**src/hdl/frwt_pkg.sv**
```systemverilog
`default_nettype none

package frwt_pkg;

  // fixed field widths
  localparam int SEQ_W    = 31;
  localparam int PART_W   = 16;
  localparam int IDENT_W  = 8;
  localparam int STATUS_W = 3;
  localparam int READY_W  = 5;

  typedef logic [STATUS_W-1:0] status_t;

  // only accepted format byte ('x')
  localparam logic [IDENT_W-1:0] VALID_IDENT = 8'd120;

  // command codes
  localparam logic CMD_HEADER  = 1'b0;
  localparam logic CMD_CONSUME = 1'b1;

  // result status codes
  localparam status_t ST_ACCEPTED   = 3'd0;
  localparam status_t ST_BAD_IDENT  = 3'd1;
  localparam status_t ST_TOO_FAR    = 3'd2;
  localparam status_t ST_TOO_LATE   = 3'd3;
  localparam status_t ST_PART_RANGE = 3'd4;
  localparam status_t ST_DUPLICATE  = 3'd5;
  localparam status_t ST_READY      = 3'd6;
  localparam status_t ST_NOT_READY  = 3'd7;

endpackage

`default_nettype wire

```
**src/hdl/frwt_ram.sv**
```systemverilog
`default_nettype none

module frwt_ram #(
  parameter int WIDTH = 8,
  parameter int DEPTH = 8
) (
  input  wire logic                     clk,
  input  wire logic                     we,
  input  wire logic [$clog2(DEPTH)-1:0] waddr,
  input  wire logic [WIDTH-1:0]         wdata,
  input  wire logic                     re,
  input  wire logic [$clog2(DEPTH)-1:0] raddr,
  output logic      [WIDTH-1:0]         rdata
);

  logic [WIDTH-1:0] mem [DEPTH];

  always_ff @(posedge clk) begin
    if (we) begin
      mem[waddr] <= wdata;
    end
    if (re) begin
      rdata <= mem[raddr];
    end
  end

endmodule

`default_nettype wire

```
**src/hdl/fragment_receive_window_tracker_unit.sv**
```systemverilog
`default_nettype none

// channel   | dir | handshake           | payload
// ----------+-----+---------------------+--------------------------------------------
// input     | in  | in_valid / in_stall | command ident msg_seq part_count part_index
//           |     |                     | ack_seq ack_part
// result    | out | out_valid/out_stall | status need_seq_out need_part_out
//           |     |                     | peer_seq_out peer_part_out ready_parts
//
// one item in flight; in_stall is high from acceptance until its result is handed to
// the output register, which then waits for the receiver on its own
// consume item: slot read, completeness check, then the result; rejected header: format
// and window check and, inside the window, the entry check; accepted header: entry written,
// then the need walk, which reads each visited slot from the single-port slot table in turn
// reset (rst, synchronous) empties every slot through per-slot valid flops at once
// a stalled result holds in the output register while the next item is already worked on

module fragment_receive_window_tracker_unit #(
  parameter int RING_SLOTS = 8,
  parameter int MAX_PARTS  = 16
) (
  input  wire logic                           clk,
  input  wire logic                           rst,
  // input channel
  input  wire logic                           in_valid,
  output logic                                in_stall,
  input  wire logic                           command,
  input  wire logic [frwt_pkg::IDENT_W-1:0]   ident,
  input  wire logic [frwt_pkg::SEQ_W-1:0]     msg_seq,
  input  wire logic [frwt_pkg::PART_W-1:0]    part_count,
  input  wire logic [frwt_pkg::PART_W-1:0]    part_index,
  input  wire logic [frwt_pkg::SEQ_W-1:0]     ack_seq,
  input  wire logic [frwt_pkg::PART_W-1:0]    ack_part,
  // result channel
  output logic                                out_valid,
  input  wire logic                           out_stall,
  output frwt_pkg::status_t                   status,
  output logic      [frwt_pkg::SEQ_W-1:0]     need_seq_out,
  output logic      [frwt_pkg::PART_W-1:0]    need_part_out,
  output logic      [frwt_pkg::SEQ_W-1:0]     peer_seq_out,
  output logic      [frwt_pkg::PART_W-1:0]    peer_part_out,
  output logic      [frwt_pkg::READY_W-1:0]   ready_parts
);

  localparam int SEQ_W  = frwt_pkg::SEQ_W;
  localparam int PART_W = frwt_pkg::PART_W;
  localparam int SW     = $clog2(RING_SLOTS);
  localparam int CW     = $clog2(MAX_PARTS + 1);
  localparam int PIW    = (MAX_PARTS > 1) ? $clog2(MAX_PARTS) : 1;
  localparam int AW     = $clog2(RING_SLOTS + 2);
  localparam int EW     = CW + MAX_PARTS;

  // sequencer states
  localparam logic [2:0] S_IDLE  = 3'd0;
  localparam logic [2:0] S_CHECK = 3'd1;
  localparam logic [2:0] S_HDR   = 3'd2;
  localparam logic [2:0] S_CONS  = 3'd3;
  localparam logic [2:0] S_WREQ  = 3'd4;
  localparam logic [2:0] S_WCHK  = 3'd5;
  localparam logic [2:0] S_PUT   = 3'd6;

  logic [2:0] state;

  // captured item
  logic                            cmd_r;
  logic [frwt_pkg::IDENT_W-1:0]    ident_r;
  logic [SEQ_W-1:0]                msg_r;
  logic [PART_W-1:0]               cnt_in_r;
  logic [PART_W-1:0]               part_r;
  logic [SEQ_W-1:0]                aseq_r;
  logic [PART_W-1:0]               apart_r;

  // tracker state
  logic [SEQ_W-1:0]      read_seq;
  logic [SW-1:0]         read_slot;     // read_seq mod ring
  logic [SEQ_W-1:0]      need_seq;
  logic [SW-1:0]         need_slot;     // need_seq mod ring
  logic [PART_W-1:0]     need_part;
  logic [SEQ_W-1:0]      peer_seq;
  logic [PART_W-1:0]     peer_part;
  logic [RING_SLOTS-1:0] vld;           // slot holds a message
  logic                  vld_q;         // valid bit of the slot just read
  logic [SW-1:0]         hslot;         // slot of the header's message
  logic [AW-1:0]         adv;           // messages passed in this walk
  frwt_pkg::status_t     st_r;
  logic [frwt_pkg::READY_W-1:0] rdy_r;

  // slot table port
  logic          ram_we;
  logic [SW-1:0] ram_waddr;
  logic [EW-1:0] ram_wdata;
  logic          ram_re;
  logic [SW-1:0] ram_raddr;
  logic [EW-1:0] ram_q;

  frwt_ram #(
    .WIDTH (EW),
    .DEPTH (RING_SLOTS)
  ) u_slots (
    .clk   (clk),
    .we    (ram_we),
    .waddr (ram_waddr),
    .wdata (ram_wdata),
    .re    (ram_re),
    .raddr (ram_raddr),
    .rdata (ram_q)
  );

  // entry as read, empty slot reads as zero
  logic [CW-1:0]        e_cnt;
  logic [MAX_PARTS-1:0] e_rec;

  assign e_cnt = vld_q ? ram_q[EW-1:MAX_PARTS] : '0;
  assign e_rec = vld_q ? ram_q[MAX_PARTS-1:0] : '0;

  // slot of message read_seq+1
  logic [SW-1:0] cons_slot;
  assign cons_slot = (read_slot == SW'(RING_SLOTS - 1)) ? '0 : read_slot + SW'(1);

  // header window checks and slot of msg_seq
  logic          peer_gt;
  logic [SEQ_W:0] win_hi;
  logic          too_far;
  logic          too_late;
  logic [SW-1:0] diff;
  logic [SW:0]   slot_sum;
  logic [SW-1:0] msg_slot;

  always_comb begin
    peer_gt  = {aseq_r, apart_r} > {peer_seq, peer_part};
    win_hi   = {1'b0, read_seq} + (SEQ_W+1)'(RING_SLOTS - 1);
    too_far  = {1'b0, msg_r} > win_hi;
    too_late = msg_r <= read_seq;
    // message lies within ring slots ahead of read, low bits of the distance suffice
    diff     = msg_r[SW-1:0] - read_seq[SW-1:0];
    slot_sum = {1'b0, read_slot} + {1'b0, diff};
    if (slot_sum >= (SW+1)'(RING_SLOTS)) begin
      msg_slot = SW'(slot_sum - (SW+1)'(RING_SLOTS));
    end else begin
      msg_slot = SW'(slot_sum);
    end
  end

  // header against the stored entry
  logic                 fresh;
  logic [CW-1:0]        cnt_eff;
  logic [MAX_PARTS-1:0] bit_sel;
  logic                 part_bad;
  logic                 dup;
  logic                 hdr_acc;
  logic                 hdr_wr;

  always_comb begin
    fresh = !vld_q;
    if (!fresh) begin
      cnt_eff = e_cnt;
    end else if (cnt_in_r > PART_W'(MAX_PARTS)) begin
      cnt_eff = '0;
    end else begin
      cnt_eff = CW'(cnt_in_r);
    end
    bit_sel  = MAX_PARTS'(1) << part_r[PIW-1:0];
    part_bad = part_r >= PART_W'(cnt_eff);
    dup      = |(e_rec & bit_sel);
    hdr_acc  = !part_bad && !dup;
    // a fresh slot keeps its count even when the fragment itself is refused
    hdr_wr   = (fresh && (cnt_eff != '0)) || hdr_acc;
  end

  // consume completeness
  logic [MAX_PARTS-1:0] cmask;
  logic                 cons_ok;

  always_comb begin
    for (int i = 0; i < MAX_PARTS; i++) begin
      cmask[i] = 32'(i) < 32'(e_cnt);
    end
    cons_ok = (e_cnt != '0) && ((e_rec & cmask) == cmask);
  end

  // need walk step
  logic              seq_ahead;
  logic              np_ge;
  logic              cur_bit;
  logic [SEQ_W-1:0]  need_seq_inc;
  logic [SW-1:0]     need_slot_inc;
  logic [SEQ_W-1:0]  read_seq_inc;

  always_comb begin
    seq_ahead     = need_seq > read_seq;
    np_ge         = need_part >= PART_W'(e_cnt);
    cur_bit       = e_rec[need_part[PIW-1:0]];
    need_seq_inc  = need_seq + SEQ_W'(1);
    if (need_seq_inc == '0) begin
      need_slot_inc = '0;
    end else if (need_slot == SW'(RING_SLOTS - 1)) begin
      need_slot_inc = '0;
    end else begin
      need_slot_inc = need_slot + SW'(1);
    end
    read_seq_inc  = read_seq + SEQ_W'(1);
  end

  // slot table access: reads in check and walk-request states, write in header state
  always_comb begin
    ram_re    = state inside {S_CHECK, S_WREQ};
    ram_raddr = need_slot;
    if (state == S_CHECK) begin
      ram_raddr = (cmd_r == frwt_pkg::CMD_CONSUME) ? cons_slot : msg_slot;
    end
    ram_we    = (state == S_HDR) && hdr_wr;
    ram_waddr = hslot;
    ram_wdata = {cnt_eff, e_rec | (hdr_acc ? bit_sel : '0)};
  end

  assign in_stall = (state != S_IDLE);

  always_ff @(posedge clk) begin
    if (rst) begin
      state     <= S_IDLE;
      read_seq  <= '0;
      read_slot <= '0;
      need_seq  <= SEQ_W'(1);
      need_slot <= SW'(1);
      need_part <= '0;
      peer_seq  <= '0;
      peer_part <= '0;
      vld       <= '0;
      vld_q     <= 1'b0;
      adv       <= '0;
      out_valid <= 1'b0;
    end else begin
      if (ram_re) begin
        vld_q <= vld[ram_raddr];
      end
      // the put state loads the output register itself
      if (out_valid && !out_stall && (state != S_PUT)) begin
        out_valid <= 1'b0;
      end

      case (state)
        S_IDLE: begin
          if (in_valid) begin
            cmd_r    <= command;
            ident_r  <= ident;
            msg_r    <= msg_seq;
            cnt_in_r <= part_count;
            part_r   <= part_index;
            aseq_r   <= ack_seq;
            apart_r  <= ack_part;
            state    <= S_CHECK;
          end
        end

        S_CHECK: begin
          rdy_r <= '0;
          hslot <= msg_slot;
          if (cmd_r == frwt_pkg::CMD_CONSUME) begin
            state <= S_CONS;
          end else if (ident_r != frwt_pkg::VALID_IDENT) begin
            // bad format byte leaves even the peer position alone
            st_r  <= frwt_pkg::ST_BAD_IDENT;
            state <= S_PUT;
          end else begin
            if (peer_gt) begin
              peer_seq  <= aseq_r;
              peer_part <= apart_r;
            end
            if (too_far) begin
              st_r  <= frwt_pkg::ST_TOO_FAR;
              state <= S_PUT;
            end else if (too_late) begin
              st_r  <= frwt_pkg::ST_TOO_LATE;
              state <= S_PUT;
            end else begin
              state <= S_HDR;
            end
          end
        end

        S_HDR: begin
          adv <= '0;
          if (hdr_wr) begin
            vld[hslot] <= 1'b1;
          end
          if (part_bad) begin
            st_r  <= frwt_pkg::ST_PART_RANGE;
            state <= S_PUT;
          end else if (dup) begin
            st_r  <= frwt_pkg::ST_DUPLICATE;
            state <= S_PUT;
          end else begin
            st_r  <= frwt_pkg::ST_ACCEPTED;
            state <= S_WREQ;
          end
        end

        S_CONS: begin
          if (cons_ok) begin
            st_r           <= frwt_pkg::ST_READY;
            rdy_r          <= frwt_pkg::READY_W'(e_cnt);
            vld[cons_slot] <= 1'b0;
            read_seq       <= read_seq_inc;
            // slot follows the masked sequence back to zero on wrap
            read_slot      <= (read_seq_inc == '0) ? '0 : cons_slot;
          end else begin
            st_r <= frwt_pkg::ST_NOT_READY;
          end
          state <= S_PUT;
        end

        S_WREQ: begin
          state <= S_WCHK;
        end

        S_WCHK: begin
          if (seq_ahead && (e_cnt == '0)) begin
            state <= S_PUT;
          end else if (np_ge) begin
            if (adv == AW'(RING_SLOTS + 1)) begin
              state <= S_PUT;
            end else begin
              adv       <= adv + AW'(1);
              need_seq  <= need_seq_inc;
              need_slot <= need_slot_inc;
              need_part <= '0;
              state     <= S_WREQ;
            end
          end else if (!cur_bit) begin
            state <= S_PUT;
          end else begin
            need_part <= need_part + PART_W'(1);
          end
        end

        S_PUT: begin
          if (!out_valid || !out_stall) begin
            out_valid     <= 1'b1;
            status        <= st_r;
            need_seq_out  <= need_seq;
            need_part_out <= need_part;
            peer_seq_out  <= peer_seq;
            peer_part_out <= peer_part;
            ready_parts   <= rdy_r;
            state         <= S_IDLE;
          end
        end

        default: begin
          state <= S_IDLE;
        end
      endcase
    end
  end

  // only a ready message carries a fragment count
  a_ready_parts_zero: assert property (@(posedge clk) disable iff (rst)
    (out_valid && (status != frwt_pkg::ST_READY)) |-> (ready_parts == '0))
    else $error("ready_parts set on a result that is not message ready");

  // the walk never passes more than ring+1 messages
  a_walk_bound: assert property (@(posedge clk) disable iff (rst)
    adv <= AW'(RING_SLOTS + 1))
    else $error("need walk ran past its bound");

  // a ready consume moves read forward by exactly one
  a_read_advance: assert property (@(posedge clk) disable iff (rst)
    ((state == S_CONS) && cons_ok) |=> (read_seq == $past(read_seq_inc)))
    else $error("read sequence did not advance on a ready consume");

  // a slot written by a header is marked as holding a message
  a_slot_marked: assert property (@(posedge clk) disable iff (rst)
    ((state == S_HDR) && hdr_wr) |=> vld[$past(hslot)])
    else $error("written slot not marked valid");

  // slot table never read and written in the same cycle
  a_port_exclusive: assert property (@(posedge clk) disable iff (rst)
    !(ram_we && ram_re))
    else $error("slot table read and write collide");

endmodule

`default_nettype wire

```
**config.mk**
```make
export PLATFORM = sky130hd
export DESIGN_NAME = fragment_receive_window_tracker_unit
export DESIGN_NICKNAME = d
export VERILOG_FILES = /design/src/hdl/frwt_pkg.sv /design/src/hdl/frwt_ram.sv /design/src/hdl/fragment_receive_window_tracker_unit.sv
export SDC_FILE = /design/constraint.sdc
export NUM_CORES = 1
export LEC_CHECK = 0
export ABC_AREA = 1
export BUFFER_PORTS_ARGS = -buffer_cell sky130_fd_sc_hd__buf_2
export CAP_MARGIN = 20
export CORE_MARGIN = 3
export CORE_UTILIZATION = 45
export CTS_BUF_LIST = sky130_fd_sc_hd__clkbuf_8 sky130_fd_sc_hd__clkbuf_16
export CTS_CLUSTER_DIAMETER = 150
export CTS_CLUSTER_SIZE = 40
export DETAILED_ROUTE_END_ITERATION = 8
export PLACE_DENSITY = 0.61
export SETUP_SLACK_MARGIN = 0.3
export SYNTH_ARGS = -nofsm -noshare
export SYNTH_HDL_FRONTEND = slang
export SYNTH_SLANG_ARGS = --single-unit
```
**constraint.sdc**
```tcl
create_clock -name clk -period 10.6 [get_ports clk]
set_clock_uncertainty 0.15 [all_clocks]
set_input_delay 1.06 -clock clk [delete_from_list [all_inputs] [get_ports clk]]
set_output_delay 1.06 -clock clk [all_outputs]
set_load 0.03 [all_outputs]
```
==> impl_metrics.toml, run 1 <==
[outcome]
status = "finished clean"

[timing]
final.period_utilization_pct = 42.4
setup_tns_ns = 0
worst_slew_pin_slew_ns = 1.17
maxSlewHeadroom_pct = 21.2
hold_viol = 0
rsz0062_at_grt = "false"
drv_slew = 0
fmax_mhz = 223
setup_slack_ns = 6.11
finalSetupViolCount = 0
whs_ns = 0.280
fin_crit_ns = 4.49

[final_layout]
drive_above_1_share_pct = 10.5
n_antenna_cell = 0
area_growth_pct = 9.04
fin_cells = 3904
fillers = 5548
finalInstanceArea_um2 = 30300
nets = 3397
fin_util_pct = 49.9

[global_route]
grt_max_degree = 90
grt-ovfl-total = 0
grt_pass1_vias = 20600
antenna_found_initial = 0
grt_pass1_wl_mm = 115
track_usage_pct = 22.7

[power_and_ir_drop]
power_frac_comb_pct = 32.4
p_seq_share_pct = 50.0
power.density_nw_per_um2 = 191
p_switching_mw = 2.17
p_leak_nw = 11.5
p_total_mw = 5.78
power.internal_mw = 3.61
ir_drop_uv = 184
p_clk_share_pct = 17.6
switching_share_pct = 37.5

[clock_network]
cts_tree = "yes"
cts_setup_buffers = 0
htree_num_levels = 1
cts_buffers = 18
clk-insertion-delay-late_ns = 0.60
clk_path_buf_depth = 3
cts_root_buf = "clkbuf_16"
cts.sinks = 569
cts_hold_buffers = 0
clkTransAtPathRegs_ns = 0.15
ctsResizeCount = 0

[critical_path]
arrival_ns = 4.56
startpoint_type = "register"
end_kind = "register"
critPathRequiredTime_ns = 10.67
path_class = "register to register"
critPathMaxFanout = 17

[drt]
wirelength_mm = 75.6
remaining_drc_errors = 0
firstDrtPassIters = 5
viasPerCell = 5.49
wl_per_cell_um = 19.4
ant_nets = 0
first_iter_violations = 1639
vias = 21400

[placement]
place_area_um2 = 29700
dp_cells = 3872
dpl_worst_slack_ns = 6.19
dp_hpwl_mm = 53.1
port_buffers = 226
globalplace.congestion = 0.959

[yosys]
synth.area.top_cells = "edfxtp_1 (46%), dfxtp_1 (11%), nand2_1 (8.3%), ha_1 (7.3%), nor2_1 (5.0%)"
yosysMostFrequentCell = "nand2_1"
synthDistinctLibCells = 49
yosysSeqAreaShare_pct = 56.2
synth-seq-cells = 569
synth-edff-count = 421
synthTopCellsByCount = "nand2_1 (616), edfxtp_1 (421), nor2_1 (371)"
syn_nets = 3220
synth_area_um2 = 27800
yosysTopAreaCell = "edfxtp_1"
synth_flop_cell = "edfxtp_1"
ys_warn_count = 0
synth_top_area_share_pct = 45.5
netlist_instances = 2933
synth_area_per_cell_um2 = 9.46
async_reset_ff_share_pct = 0

[floorplanning]
die_w_um = 254
fp.dieArea_um2 = 64700
start_util_pct = 45.7
die_h_um = 254
core_um2 = 60700
rows = 90
ioPinCount = 227

[hold_path]
hold_class = "register to register"

[job]
cap_violations = 0
## per-layer routing
metal / vias to the layer above / share of wire [%] / GRT usage [%]
met1: 10200 / 42 / 30.1
met2: 701 / 49 / 38.8
li1: 10400 / - / -
met5: - / 0 / 0
met4: 0 / 4.0 / 8.44
met3: 146 / 5.2 / 2.15
## registers in the layout, summed over array words and instances (netlist names), 5 cells and up
| name | count |
|---|---|
| vld | 8 |
| peer_part | 16 |
| cnt_in_r | 16 |
| need_seq | 31 |
| apart_r | 16 |
| need_part_out | 16 |
| peer_seq | 31 |
| need_seq_out | 31 |
| ident_r | 8 |
| rdy_r | 5 |
| u_slots.rdata | 21 |
| part_r | 16 |
| need_part | 16 |
| aseq_r | 31 |
| ready_parts | 5 |
| read_seq | 31 |
| peer_part_out | 16 |
| msg_r | 31 |
| peer_seq_out | 31 |
| u_slots.mem | 168 |
## cells in the final DEF, fill, tap and decap left out, types with 4 or more instances in the layout
cell,netlist,layout
nor2_2,4,4
xor2_1,48,48
o21ai_0,199,198
nor2_1,371,370
ha_1,162,162
inv_1,251,259
nand3_2,3,4
nand2_2,13,13
nand2_1,616,616
o22ai_1,43,43
xnor2_1,4,4
o211ai_1,5,5
nor3_1,45,43
clkbuf_16,0,19
nor2_4,3,4
a21oi_1,209,209
inv_2,8,9
nor4_1,12,6
o31ai_1,10,10
dfxtp_1,148,148
buf_4,5,26
nand4_1,36,36
nand3_1,124,123
o21ai_1,13,13
nand3b_1,55,55
o21a_1,6,6
nor4_2,2,6
edfxtp_1,421,421
buf_2,25,226
## worst paths after layout
path	start	to	slack (ns)	depth (start not counted)
max	cnt_in_r[14]$_DFFE_PP_	u_slots.mem[1][2]$_DFFE_PP_	6.11	14
min	st_r[1]$_DFFE_PP_	status[1]$_DFFE_PP_	0.28	0
max reg2reg	cnt_in_r[14]$_DFFE_PP_	u_slots.mem[1][2]$_DFFE_PP_	6.11	14
min reg2reg	st_r[1]$_DFFE_PP_	status[1]$_DFFE_PP_	0.28	0
## power by group through the flow
stage / Clock [mW] / Sequential (mW) / Combinational [mW]
floorplan: 0 / 2.90 / 1.34
global placement: 0 / 2.94 / 1.81
detailed placement: 0 / 2.94 / 1.86
CTS: 1.05 / 2.89 / 1.87
global route: 1.12 / 2.91 / 2.11
finish: 1.02 / 2.89 / 1.87
## cell type report
class | instances | area, µm² | share of cell area (%)
sequential | 569 | 15600 | 51.6
multi-input combinational | 2009 | 10800 | 35.7
timing repair buffer | 252 | 1330 | 4.38
tap | 782 | 978 | 3.23
inverter | 260 | 977 | 3.23
clock buffer | 20 | 489 | 1.62
clock inverter | 12 | 75.1 | 0.248
## critical path: stages, from the launching register on
cell and delay [ns]:
edfxtp_1 0.38, nor2_1 0.12, nand2_1 0.07, nor2_1 0.18, nand3_1 0.16, o21ai_0 0.79, inv_1 0.11, ha_1 0.30
nand2_1 0.07, o21ai_0 0.10, nand2_1 0.07, nand3_1 0.06, nor2_1 0.37, nand2_4 0.23, o31ai_1 0.98
## cell families (layout without fill, tap and decap cells)
family	count (synthesis)	in the layout	synth area share [%]
AO/OA/AOI/OAI	495	495	9.47
XOR/XNOR	52	52	1.64
adder cells (fa/ha/maj)	164	164	7.45
buffers and inverters	355	544	5.13
flip-flops	569	569	56.2
multiplexers	1	1	0.0406
AND/OR/NAND/NOR	1297	1297	20.0
No activity file was read; power rests on OpenSTA's default activity.
==> run 2: changes to the inputs <==
- PLACE_DENSITY: 0.61 -> 0.59
- clock period: 10.6 -> 4.57 ns (I/O delays scaled with it)
==> run 2 against run 1 <==
Against the previous run: final cell count rose by 3.7%; flip-flop and latch count did not move; worst hold slack got worse by 0.19 ns; worst setup slack got worse by 5.5 ns; sequential share of layout area fell by 2.4 points; total power rose by 140%; non-clock buffer count rose by 147; highest routed layer unchanged; utilization rose by 2.5 points; largest power group unchanged; combinational power rose by 150%; routed wire length rose by 3.9%; global-route usage rose by 0.94 points; sequential power rose by 130%.
==> impl_metrics.toml, run 2 (synthesis gave the netlist of run 1 again) <==
[power_and_ir_drop]
power.density_nw_per_um2 = 430
ir_drop_uv = 351
p_leak_nw = 12.2
p_total_mw = 13.7

[floorplanning]
die_h_um = 254
start_util_pct = 45.7
rows = 90
ioPinCount = 227
die_w_um = 254
fp.dieArea_um2 = 64700
core_um2 = 60700

[hold_path]
worstHoldStart = "in_valid"
hold_class = "primary input to register"

[timing]
fmax_mhz = 253
final.period_utilization_pct = 86.4
setup_tns_ns = 0
fin_crit_ns = 3.95
worst_slew_pin_slew_ns = 1.07
hold_viol = 0
maxSlewHeadroom_pct = 28.3
finalSetupViolCount = 0
drv_slew = 0
rsz0062_at_grt = "true"

[drt]
top_layer_used = "met4"
dr_wl_met2_mm = 38.0
first_iter_violations = 1778
wirelength_mm = 78.6
vias = 22100
wl_met1_mm = 34.1
viasPerCell = 5.45
firstDrtPassIters = 6
ant_nets = 0
remaining_drc_errors = 0
wl_met3_mm = 3.64
wl_per_cell_um = 19.4

[global_route]
grt_max_degree = 95
antenna_found_initial = 0
grt-ovfl-total = 0
grt_pass1_vias = 21200
track_usage_pct = 23.6
grt_pass1_wl_mm = 119

[clock_network]
clk_path_buf_depth = 3
cts_setup_buffers = 0
cts_root_buf = "clkbuf_16"
htree_num_levels = 1
cts_buffers = 18
cts_tree = "yes"
clk-insertion-delay-late_ns = 0.62
cts.sinks = 569
clkTransAtPathRegs_ns = 0.17

[final_layout]
area_growth_pct = 14.5
fin_util_pct = 52.4
fin_cells = 4050
final_cell_mix = "nand2_1 (616), edfxtp_1 (421), nor2_1 (367)"
largest_reg_flops = 168
nets = 3544
regMostFlops = "u_slots.mem"
final_common_cell = "nand2_1"
fillers = 5494
drive_above_1_share_pct = 11.1
n_antenna_cell = 0

[critical_path]
arrival_ns = 4.08
crit_path_start = "cnt_in_r[7]$_DFFE_PP_"
crit_slowest_cell = "edfxtp_1"
cpMostUsedCell = "nand2_1"
critPathRequiredTime_ns = 4.71
startpoint_type = "register"
critical_path.max_stage_delay_ns = 0.39
crit_family = "simple AND/OR/NAND/NOR gates"
path_cells = "nor2_1 > nand2_1 > nor2_1 > nand3_1 > nand3b_1 > nand2_1 > inv_1 > ha_1 > a21oi_1 > o21ai_0 > nand2_1 > nand3_1 > nor2_2 > nand2_4 > nand2_2 > nand2_4 > nor4_2 > buf_6"
critPathMaxFanout = 17
cp.buffers_inverters = 2
end_kind = "register"
path_class = "register to register"
worstReg2RegStart = "cnt_in_r[7]$_DFFE_PP_"

[placement]
dp_hpwl_mm = 56.3
port_buffers = 226
dp_cells = 3898
globalplace.congestion = 0.971

[job]
cap_violations = 0

[outcome]
status = "finished clean"
==> run 2: cell count changes in the layout (fill, tap and decap cells not counted), sizes merged <==
cell / change
dlygate4sd3: +120
buf: +27
clkbuf: -1
clkinv: -1
inv: +1
==> run 2: layout make-up <==
class	instances	area, µm²	share of cell area (%)
clock buffers	19	475	1.50
clock inverters	12	73.8	0.232
inverters	260	977	3.08
multi-input cells	2009	10900	34.2
flip-flops and latches	569	15600	49.1
well taps	782	978	3.08
repair buffers	399	2810	8.83
==> run 2: repair_timing <==
action | CTS | global route
hold buffers | 120 | 0
hold endpoints to repair | 120 | 0
setup endpoints to repair | 0 | 228
gates resized for setup | 0 | 12
==> run 2: metal layers <==
| layer | track usage (%) | vias up |
|---|---|---|
| met4 | 7.99 | 0 |
| li1 | - | 10700 |
| met1 | 31.8 | 10600 |
| met2 | 40.6 | 664 |
| met5 | 0 | - |
| met3 | 1.91 | 122 |
==> run 2: power by group <==
part           total, mW  switching, mW  internal [mW]
registers           6.72          0.440           6.28
clock network       2.36           1.57          0.788
logic               4.59           3.14           1.45
total               13.7           5.15           8.52
==> run 2: path summary, 6_finish.rpt <==
| path | end | slack [ns] | depth (start not counted) |
|---|---|---|---|
| setup / recovery | u_slots.mem[3][12]$_DFFE_PP_ | 0.62 | 18 |
| hold / removal | state[2]$_SDFFE_PP0P_ | 0.09 | 5 |
| setup reg to reg | u_slots.mem[3][12]$_DFFE_PP_ | 0.62 | 18 |
| hold reg to reg | status[0]$_DFFE_PP_ | 0.26 | 0 |
==> run 2: worst register-to-register path: cells and delay by family, from the launching register on <==
kind            cells  cell delay (ns)
buf+inv             2             0.37
simple gates       13             2.16
flops               1             0.39
fa+ha+maj           1             0.31
compound gates      2             0.28
==> run 2: stage by stage <==
stage / hold WS [ns] / setup slack (ns) / cell area, µm²
after floorplan: 0.250 / -0.561 / 27800
after global placement: 0.265 / 0.630 / 30000
after detailed placement: 0.265 / 0.493 / 30000
after CTS: 0.0672 / 0.462 / 31700
after global routing: 0.106 / 0.299 / 31800
final: 0.0898 / 0.624 / 31800
